### src/rtl/core/vvfc_pkg.sv
// Shared constants, codes and types for the voxel visible-face cull core.
// No dependencies; imported by every module in rtl/core but vvfc_ram.

package vvfc_pkg;

	localparam int unsigned GRID_SIDE   = 32;
	localparam int unsigned STORE_DEPTH = GRID_SIDE * GRID_SIDE * GRID_SIDE;
	localparam int unsigned HALF_GRID   = STORE_DEPTH / 2;
	localparam int unsigned ADDR_W      = $clog2(STORE_DEPTH);
	localparam int unsigned COORD_W     = 5;
	localparam int unsigned CMP_W       = COORD_W + 1;
	localparam int unsigned MAT_W       = 8;
	localparam int unsigned FACE_N      = 6;
	localparam int unsigned IDX_W       = 15;
	localparam int unsigned WORD_W      = 62;
	localparam int unsigned STEP_W      = 3;

	// item kinds carried on s_axis_tuser
	localparam logic [1:0] KIND_WRITE   = 2'd0;
	localparam logic [1:0] KIND_QUERY   = 2'd1;
	localparam logic [1:0] KIND_RESTART = 2'd2;

	// read sequence: the cell itself, then one neighbour per step
	localparam logic [STEP_W-1:0] STEP_CENTER = 3'd0;
	localparam logic [STEP_W-1:0] STEP_TOP    = 3'd1;
	localparam logic [STEP_W-1:0] STEP_BOTTOM = 3'd2;
	localparam logic [STEP_W-1:0] STEP_RIGHT  = 3'd3;
	localparam logic [STEP_W-1:0] STEP_LEFT   = 3'd4;
	localparam logic [STEP_W-1:0] STEP_BACK   = 3'd5;
	localparam logic [STEP_W-1:0] STEP_FRONT  = 3'd6;

	typedef struct packed {
		logic [STEP_W-1:0]  step;
		logic [COORD_W-1:0] x;
		logic [COORD_W-1:0] y;
		logic [COORD_W-1:0] z;
	} vvfc_nbr_req_t;

	typedef struct packed {
		logic [ADDR_W-1:0] addr;
		logic              inb;
	} vvfc_nbr_rsp_t;

	function automatic logic [ADDR_W-1:0] cell_addr(
		input logic [COORD_W-1:0] cx,
		input logic [COORD_W-1:0] cy,
		input logic [COORD_W-1:0] cz
	);
		cell_addr = ADDR_W'(cx) + ADDR_W'(cy) * ADDR_W'(GRID_SIDE)
			+ ADDR_W'(cz) * ADDR_W'(GRID_SIDE * GRID_SIDE);
	endfunction

endpackage

### src/rtl/core/vvfc_nbr_unit.sv
// Shared neighbour unit: one +/-1 adder and bound compare per step, plus cell address.
// Depends on vvfc_pkg.

module vvfc_nbr_unit
	import vvfc_pkg::*;
(
	input  vvfc_nbr_req_t req,
	output vvfc_nbr_rsp_t rsp
);

	typedef enum logic [1:0] {AX_X, AX_Y, AX_Z} axis_t;

	axis_t              axis;
	logic [CMP_W-1:0]   delta;
	logic [CMP_W-1:0]   coord;
	logic [CMP_W-1:0]   moved;
	logic [COORD_W-1:0] nx, ny, nz;
	logic               base_in;

	always_comb begin
		case (req.step)
			STEP_TOP: begin
				axis  = AX_Y;
				delta = CMP_W'(1);
			end
			STEP_BOTTOM: begin
				axis  = AX_Y;
				delta = '1;
			end
			STEP_RIGHT: begin
				axis  = AX_X;
				delta = CMP_W'(1);
			end
			STEP_LEFT: begin
				axis  = AX_X;
				delta = '1;
			end
			STEP_BACK: begin
				axis  = AX_Z;
				delta = '1;
			end
			STEP_FRONT: begin
				axis  = AX_Z;
				delta = CMP_W'(1);
			end
			default: begin
				axis  = AX_X;
				delta = '0;
			end
		endcase
	end

	always_comb begin
		case (axis)
			AX_Y:    coord = {1'b0, req.y};
			AX_Z:    coord = {1'b0, req.z};
			default: coord = {1'b0, req.x};
		endcase
	end

	// stepping below zero wraps to all ones, which fails the same bound compare
	assign moved = coord + delta;

	assign nx = (axis == AX_X) ? moved[COORD_W-1:0] : req.x;
	assign ny = (axis == AX_Y) ? moved[COORD_W-1:0] : req.y;
	assign nz = (axis == AX_Z) ? moved[COORD_W-1:0] : req.z;

	assign base_in = ({1'b0, req.x} < CMP_W'(GRID_SIDE))
		&& ({1'b0, req.y} < CMP_W'(GRID_SIDE))
		&& ({1'b0, req.z} < CMP_W'(GRID_SIDE));

	assign rsp.inb  = base_in && (moved < CMP_W'(GRID_SIDE));
	assign rsp.addr = cell_addr(nx, ny, nz);

endmodule

### config.mk
export PLATFORM = sky130hd
export DESIGN_NAME = vvfc_nbr_unit
export DESIGN_NICKNAME = d
export VERILOG_FILES = /design/src/rtl/core/vvfc_pkg.sv /design/src/rtl/core/vvfc_nbr_unit.sv
export SDC_FILE = /design/constraint.sdc
export NUM_CORES = 1
export LEC_CHECK = 0
export BUFFER_PORTS_ARGS = -buffer_cell sky130_fd_sc_hd__buf_2
export CORE_AREA = 4 4 41 43
export DETAILED_ROUTE_END_ITERATION = 12
export DIE_AREA = 0 0 45 47
export MAX_ROUTING_LAYER = met4
export PLACE_DENSITY = 0.92
export SLEW_MARGIN = 20
export SYNTH_ARGS = -nofsm -noshare
export SYNTH_HDL_FRONTEND = slang
export SYNTH_SLANG_ARGS = --single-unit
### constraint.sdc
create_clock -name vclk -period 4.3
set_clock_uncertainty 0.2 [all_clocks]
set_input_delay 0.43 -clock vclk [all_inputs]
set_output_delay 0.43 -clock vclk [all_outputs]
set_load 0.1 [all_outputs]
# After elaboration in Yosys (flattened, before gate mapping)
# Cells that the tools add are included.
[word_totals]
out_inout_bits = 16
register_bits = 0
inputBits = 18
[op_classes]
magnitude_cmp = 1
muxes = 6
add_sub_neg = 3
eq_ne = 8
reduce_logical = 5
[op_table]
columns = ["cell", "n"]
rows = [
  ["11-bit by 15-bit adder with 15-bit output", 1],
  ["5-bit 2-to-1 mux", 3],
  ["6-bit one-hot mux with 2 select lines", 1],
  ["5-bit by 10-bit adder with 11-bit output", 1],
  ["5-bit one-hot mux with 2 select lines", 1],
  ["3-bit equality test (second input constant)", 3],
  ["6-bit adder", 1],
  ["3-bit by 2-bit equality test with 1-bit output (second input constant)", 2],
  ["6-bit < comparator (second input constant)", 1],
  ["3-bit OR reduction", 2],
  ["2-bit one-hot mux with 2 select lines", 1],
  ["2-bit OR reduction", 2],
  ["3-bit by 1-bit equality test with 1-bit output (second input constant)", 1],
  ["2-bit by 1-bit equality test with 1-bit output (second input constant)", 1],
  ["2-bit equality test (second input constant)", 1],
  ["2-bit zero test", 1],
]

# Longest topological paths before layout
# Gate-level depths: netlist of run 1.
[logic_depth]
ltp_word = 9
ltp_mapped = 13

# Worst setup path after synthesis of run 1
# No wires, ideal clock.
[synth_path]
kind = "input-to-output"
start = "in req[15] (netlist name)"
end = "out rsp[0] (netlist name)"
path_stages = 11
t_arrival_ps = 3976
setup_slack_ps = -306
cell_sequence = "xor2_1 -> nor2b_1 -> inv_1 -> ha_1 -> buf_2 -> a221oi_1 -> a21oi_1 -> ha_1 -> o21ai_1 -> or3_1 -> a32oi_1"
[synth_rtl]
columns = ["element", "line_no", "source"]
rows = [
  ["start: declaration", "vvfc_nbr_unit.sv:7", "input vvfc_nbr_req_t req,"],
  ["end: declaration", "vvfc_nbr_unit.sv:8", "output vvfc_nbr_rsp_t rsp"],
]

==> results of run 1 <==
-- layout make-up --
cell class / count / area (sq um) / area share
Tap cell: 15 / 18.8 / 0.0220
Timing Repair Buffer: 35 / 178 / 0.209
Inverter: 12 / 45.0 / 0.0529
Multi-Input combinational cell: 77 / 611 / 0.717
-- final timing paths --
check             startpoint      end  slack (ns)
setup / recovery     req[15]   rsp[5]        0.26
hold / removal        req[1]  rsp[12]        1.14
-- layout by cell type (no fill, tap or decap), drive strengths merged, types with 3 or more instances in the layout --
cell and n:
mux2i 3, o211ai 5, buf 35, mux2 6, nand3b 3, ha 8
inv 12, nor2b 5, nand2 5, o22ai 3, o21ai 10, a21oi 4
a22oi 4
-- cells by family (layout without fill, tap and decap cells) --
logic type | after synthesis | after routing | synth area share
AO/OA/AOI/OAI | 35 | 35 | 0.353
AND/OR/NAND/NOR | 22 | 22 | 0.192
buffers and inverters | 16 | 47 | 0.0958
adder cells (fa/ha/maj) | 9 | 9 | 0.184
multiplexers | 9 | 9 | 0.149
XOR/XNOR | 2 | 2 | 0.0268
-- where the power goes --
| part | switching [mW] | internal [mW] |
|---|---|---|
| sequential | 0 | 0 |
| clock | 0 | 0 |
| combinational | 0.294 | 0.0844 |
-- critical path: stages --
cell and delay, ns:
buf_2 0.12, xor2_1 0.17, nor2b_1 0.15, inv_1 0.08
ha_1 0.45, a22oi_1 0.16, o21ai_0 0.18, ha_1 0.22
inv_1 0.07, fa_1 0.40, nor2b_1 0.31, o2111ai_1 0.14
o211ai_1 0.11, buf_2 0.44
-- routing by layer --
layer	up-vias	global-route usage	part of all wire
met5	-	-	0
met4	0	0	0
met3	0	0	0.045
met2	19	0.356	0.52
met1	361	0.214	0.43
li1	411	-	-
==> qor.txt, run 1 <==
outcome: finished clean
Final Util: 0.655
max_cap viols: 0
syn_area_per_cell: 7.02 sq um
area leader, netlist: ha_1
chip width: 45 um
# setup viols final: 0
worst slew pin tran: 0.559 ns
Final Cell Area: 852 sq um
I/O pin count: 34
DR vias/cell: 5.69
Mapped Cells: 93
core area: 1300 sq um
sequential-to-total area share from yosys stat: 0
vias in the first global route: 742
Layout Area Growth over Synthesis: 30.5%
Die Y: 47 um
fin crit share: 0.940
DRT antenna net count: 0
seq_cells: 0
Design Power: 0.379 mW
Mapped Area: 653 sq um
placed insts: 139
largest net degree at the start of global routing: 14
CTS resizes: 0
crit path max fanout: 13
Initial Util: 0.502
Post-DP Area: 852 sq um
fmax: 247 MHz
Synthesized Nets: 120
Critical Path AT: 3.41 ns
PortBufs: 34
fraction of layout cells with a size suffix above 1: 0.363
GR Util All Layers: 0.180
share of the synthesized area in the top cell type: 0.153
power density cells: 444 nW/um^2
critical path class: input port to primary output
filler-free cell count of the finished design: 139
final hold slack: 1.14 ns
dpl ws: 0.283 ns
FILL cells: 124
Unique masters post-synth: 32
peak supply drop: 0.000216 V
post-CTS setup buffer count: 0
RSZ-0062 raised after global routing: false
first-pass GRT wire length: 2.95 mm
Sequential Area: 0 sq um
CP required: 3.67 ns
drt drc: 0
HPWL Detailed: 1.51 mm
wire length per cell: 12.6 um
Lkg Pwr: 0.423 nW
crit path time final: 4.04 ns
Final TNS setup: 0 ns
HP Class: input port to primary output
top cells by count, synth: inv_1 (12), ha_1 (8), o21ai_0 (8)
vias: 791
max_slew headroom: 0.625
synth top area cells: ha_1 (15%), mux2_2 (10%), inv_1 (6.9%), o21ai_0 (6.1%), o211ai_1 (5.7%)
Yosys warning count: 0
CP Capture Type: primary output
Final WS setup: 0.259 ns
row count: 13
ANT cells: 0
Final Hold Vio Count: 0
die area: 2120 sq um
final wirelength: 1.75 mm
most common cell in the netlist: inv_1
critical path launch point type: input port
initial antenna violation count: 0
Cells on Worst Hold Path: 4
DRT Pass-1 Iters: 4
Final nets: 153
CLK BUF: 0
Final Slew Violations: 0
Post-CTS Hold Buffers: 0
grt total ovfl: 0
GP Congestion: 0.846
DR iter-0 viols: 12
(Power assumes the default switching activity.)
==> run 2, diff against run 1 <==
--- a/config.mk
+++ b/config.mk
@@ -5,12 +5,13 @@
 export SDC_FILE = /design/constraint.sdc
 export NUM_CORES = 1
 export LEC_CHECK = 0
+export ABC_AREA = 1
 export BUFFER_PORTS_ARGS = -buffer_cell sky130_fd_sc_hd__buf_2
 export CORE_AREA = 4 4 41 43
 export DETAILED_ROUTE_END_ITERATION = 12
 export DIE_AREA = 0 0 45 47
 export MAX_ROUTING_LAYER = met4
-export PLACE_DENSITY = 0.92
+export PLACE_DENSITY = 0.87
 export SLEW_MARGIN = 20
 export SYNTH_ARGS = -nofsm -noshare
 export SYNTH_HDL_FRONTEND = slang
==> qor.txt, run 2 <==
outcome: finished clean (unchanged)
CP required: 3.67 ns (about the same)
HPWL Detailed: 1.58 mm (was 1.51 mm)
PortBufs: 34 (unchanged)
DR iter-0 viols: 19 (was 12)
M3 GR Usage: 0.00766 (was 0)
post-CTS setup buffer count: 0 (unchanged)
Final TNS setup: 0 ns (unchanged)
Clk pwr share: 0 (about the same)
share of the synthesized area in the top cell type: 0.344 (was 0.153)
CP max stage cell: buf_2 (was ha_1)
die area: 2120 sq um (unchanged)
met1 global-route usage: 0.223 (was 0.214)
area leader, netlist: nand2_1 (was ha_1)
met2 Use GR: 0.359 (was 0.356)
Post-DP Area: 785 sq um (was 852 sq um)
Synthesized Nets: 153 (was 120)
Final nets: 187 (was 153)
final wirelength: 1.79 mm (was 1.75 mm)
max_cap viols: 0 (unchanged)
fmax: 260 MHz (was 247 MHz)
largest stage delay on the critical path: 0.42 ns (was 0.45 ns)
DRT antenna net count: 0 (unchanged)
CTS resizes: 0 (unchanged)
CP top delay family: buffers and inverters (was adder cells)
Lkg Pwr: 0.532 nW (was 0.423 nW)
grt peak-use layer: met2 (unchanged)
GP Congestion: 0.883 (was 0.846)
Unique masters post-synth: 12 (was 32)
Yosys warning count: 0 (unchanged)
syn_area_per_cell: 4.85 sq um (was 7.02 sq um)
top cells by count, synth: nand2_1 (56), inv_1 (22), nand3_1 (16) (was inv_1 (12), ha_1 (8), o21ai_0 (8))
most common cell in the netlist: nand2_1 (was inv_1)
Worst path depth: 20 (was 14)
worst slew pin tran: 0.490 ns (was 0.559 ns)
# setup viols final: 0 (unchanged)
peak supply drop: 0.000210 V (was 0.000216 V)
dpl ws: 0.488 ns (was 0.283 ns)
chip width: 45 um (unchanged)
Initial Util: 0.469 (was 0.502)
most frequent cells in the layout: nand2_1 (56), buf_2 (34), inv_1 (22) (was buf_2 (34), inv_1 (12), o21ai_0 (8), ha_1 (8), mux2_2 (6))
wire length per cell: 10.3 um (was 12.6 um)
placed insts: 173 (was 139)
RSZ-0062 raised after global routing: false (unchanged)
drt drc: 0 (unchanged)
fraction of layout cells with a size suffix above 1: 0.222 (was 0.363)
CLK BUF: 0 (unchanged)
core area: 1300 sq um (unchanged)
Mapped Area: 611 sq um (was 653 sq um)
Flop pwr share: 0 (about the same)
max_slew headroom: 0.676 (was 0.625)
DRT Pass-1 Iters: 4 (unchanged)
Sequential Area: 0 sq um (unchanged)
Mapped Cells: 126 (was 93)
ANT cells: 0 (unchanged)
Worst Path Buf+Inv: 8 (was 4)
Final Cell Area: 785 sq um (was 852 sq um)
commonest non-fill, non-tap cell in the layout: nand2_1 (was buf_2)
vias in the first global route: 772 (was 742)
sequential-to-total area share from yosys stat: 0 (unchanged)
row count: 13 (unchanged)
Final Slew Violations: 0 (unchanged)
filler-free cell count of the finished design: 173 (was 139)
vias: 885 (was 791)
critical path class: input port to primary output (unchanged)
Die Y: 47 um (unchanged)
Critical Path AT: 3.21 ns (was 3.41 ns)
Switching Fraction: 0.811 (was 0.777)
Post-CTS Hold Buffers: 0 (unchanged)
switching power: 0.280 mW (was 0.294 mW)
Layout Area Growth over Synthesis: 28.5% (was 30.5%)
crit path max fanout: 9 (was 13)
GR Util All Layers: 0.187 (was 0.180)
critical path launch point type: input port (unchanged)
CP cell instances: buf_2 > inv_1 > or2_1 > nand2_1 > nand2_1 > inv_1 > ha_1 > inv_2 > o21ai_1 > o21ai_0 > inv_1 > ha_1 > inv_1 > fa_1 > inv_1 > nand3_1 > nand3_1 > nand3_1 > nand2_1 > buf_2 (was buf_2 > xor2_1 > nor2b_1 > inv_1 > ha_1 > a22oi_1 > o21ai_0 > ha_1 > inv_1 > fa_1 > nor2b_1 > o2111ai_1 > o211ai_1 > buf_2)
CP most frequent cell: inv_1
crit path time final: 3.84 ns (was 4.04 ns)
fin crit share: 0.893 (was 0.940)
power density cells: 440 nW/um^2 (was 444 nW/um^2)
largest net degree at the start of global routing: 10 (was 14)
first-pass GRT wire length: 3.03 mm (was 2.95 mm)
Final Hold Vio Count: 0 (unchanged)
CP Capture Type: primary output (unchanged)
synth top area cells: nand2_1 (34%), ha_1 (16%), inv_1 (14%), nand3_1 (13%), o21ai_0 (11%) (was ha_1 (15%), mux2_2 (10%), inv_1 (6.9%), o21ai_0 (6.1%), o211ai_1 (5.7%))
Cells on Worst Hold Path: 4 (unchanged)
Final WS setup: 0.459 ns (was 0.259 ns)
HP Class: input port to primary output (unchanged)
seq_cells: 0 (unchanged)
I/O pin count: 34 (unchanged)
Design Power: 0.345 mW (was 0.379 mW)
DR vias/cell: 5.12 (was 5.69)
Int Power: 0.0653 mW (was 0.0844 mW)
grt total ovfl: 0 (unchanged)
initial antenna violation count: 0 (unchanged)
Comb power frac: 1.000 (about the same)
-- run 2: cell count changes in the layout (fill, tap and decap cells not counted), moves of 4 or more --
cell	delta
nand2_1	+51
nand3_1	+16
inv_1	+10
mux2_2	-6
nor2b_1	-5
o211ai_1	-5
o21ai_0	+5
a22oi_1	-4
-- run 2: layout make-up --
| cell class | instances | area, sq um |
|---|---|---|
| timing repair buffer | 34 | 170 |
| multi-input combinational | 101 | 509 |
| tap | 15 | 18.8 |
| inverter | 23 | 86.3 |
| fill | 160 | 517 |
-- run 2: cell families (layout without fill, tap and decap cells) --
kind of cell | Yosys count | after routing | synth area share
and+or+nand+nor | 75 | 75 | 0.498
buffers and inverters | 25 | 57 | 0.166
adders and majority gates | 9 | 9 | 0.197
AOI/OAI and AO/OA | 17 | 17 | 0.139
-- run 2: routing by layer --
layer / vias up / wire length (um)
met4: 0 / 0
met1: 391 / 711
met2: 38 / 929
met3: 0 / 148
li1: 456 / -
met5: - / 0
-- run 2: per-stage QoR --
stage / util / hold WS [ns]
finish: 0.603 / 1.14
global route: 0.603 / 1.17
CTS: 0.603 / 1.14
detailed placement: 0.603 / 1.14
global placement: 0.603 / 1.14
floorplan: - / 1.23
-- run 2: tightest hold or removal path, stage by stage --
cell	delay, ns
buf_2	0.10
nand2_1	0.05
nand2_1	0.04
buf_2	0.28
-- run 2: final timing paths --
kind    start  endpoint  slack (ns)
max   req[15]   rsp[10]        0.46
min   req[13]    rsp[4]        1.14
-- run 2: power groups by stage --
stage / Combinational [mW] / Clock, mW / Sequential, mW
3_3_place_gp: 0.340 / 0 / 0
5_1_grt: 0.372 / 0 / 0
3_5_place_dp: 0.345 / 0 / 0
2_1_floorplan: 0.289 / 0 / 0
4_1_cts: 0.346 / 0 / 0
6_report: 0.345 / 0 / 0
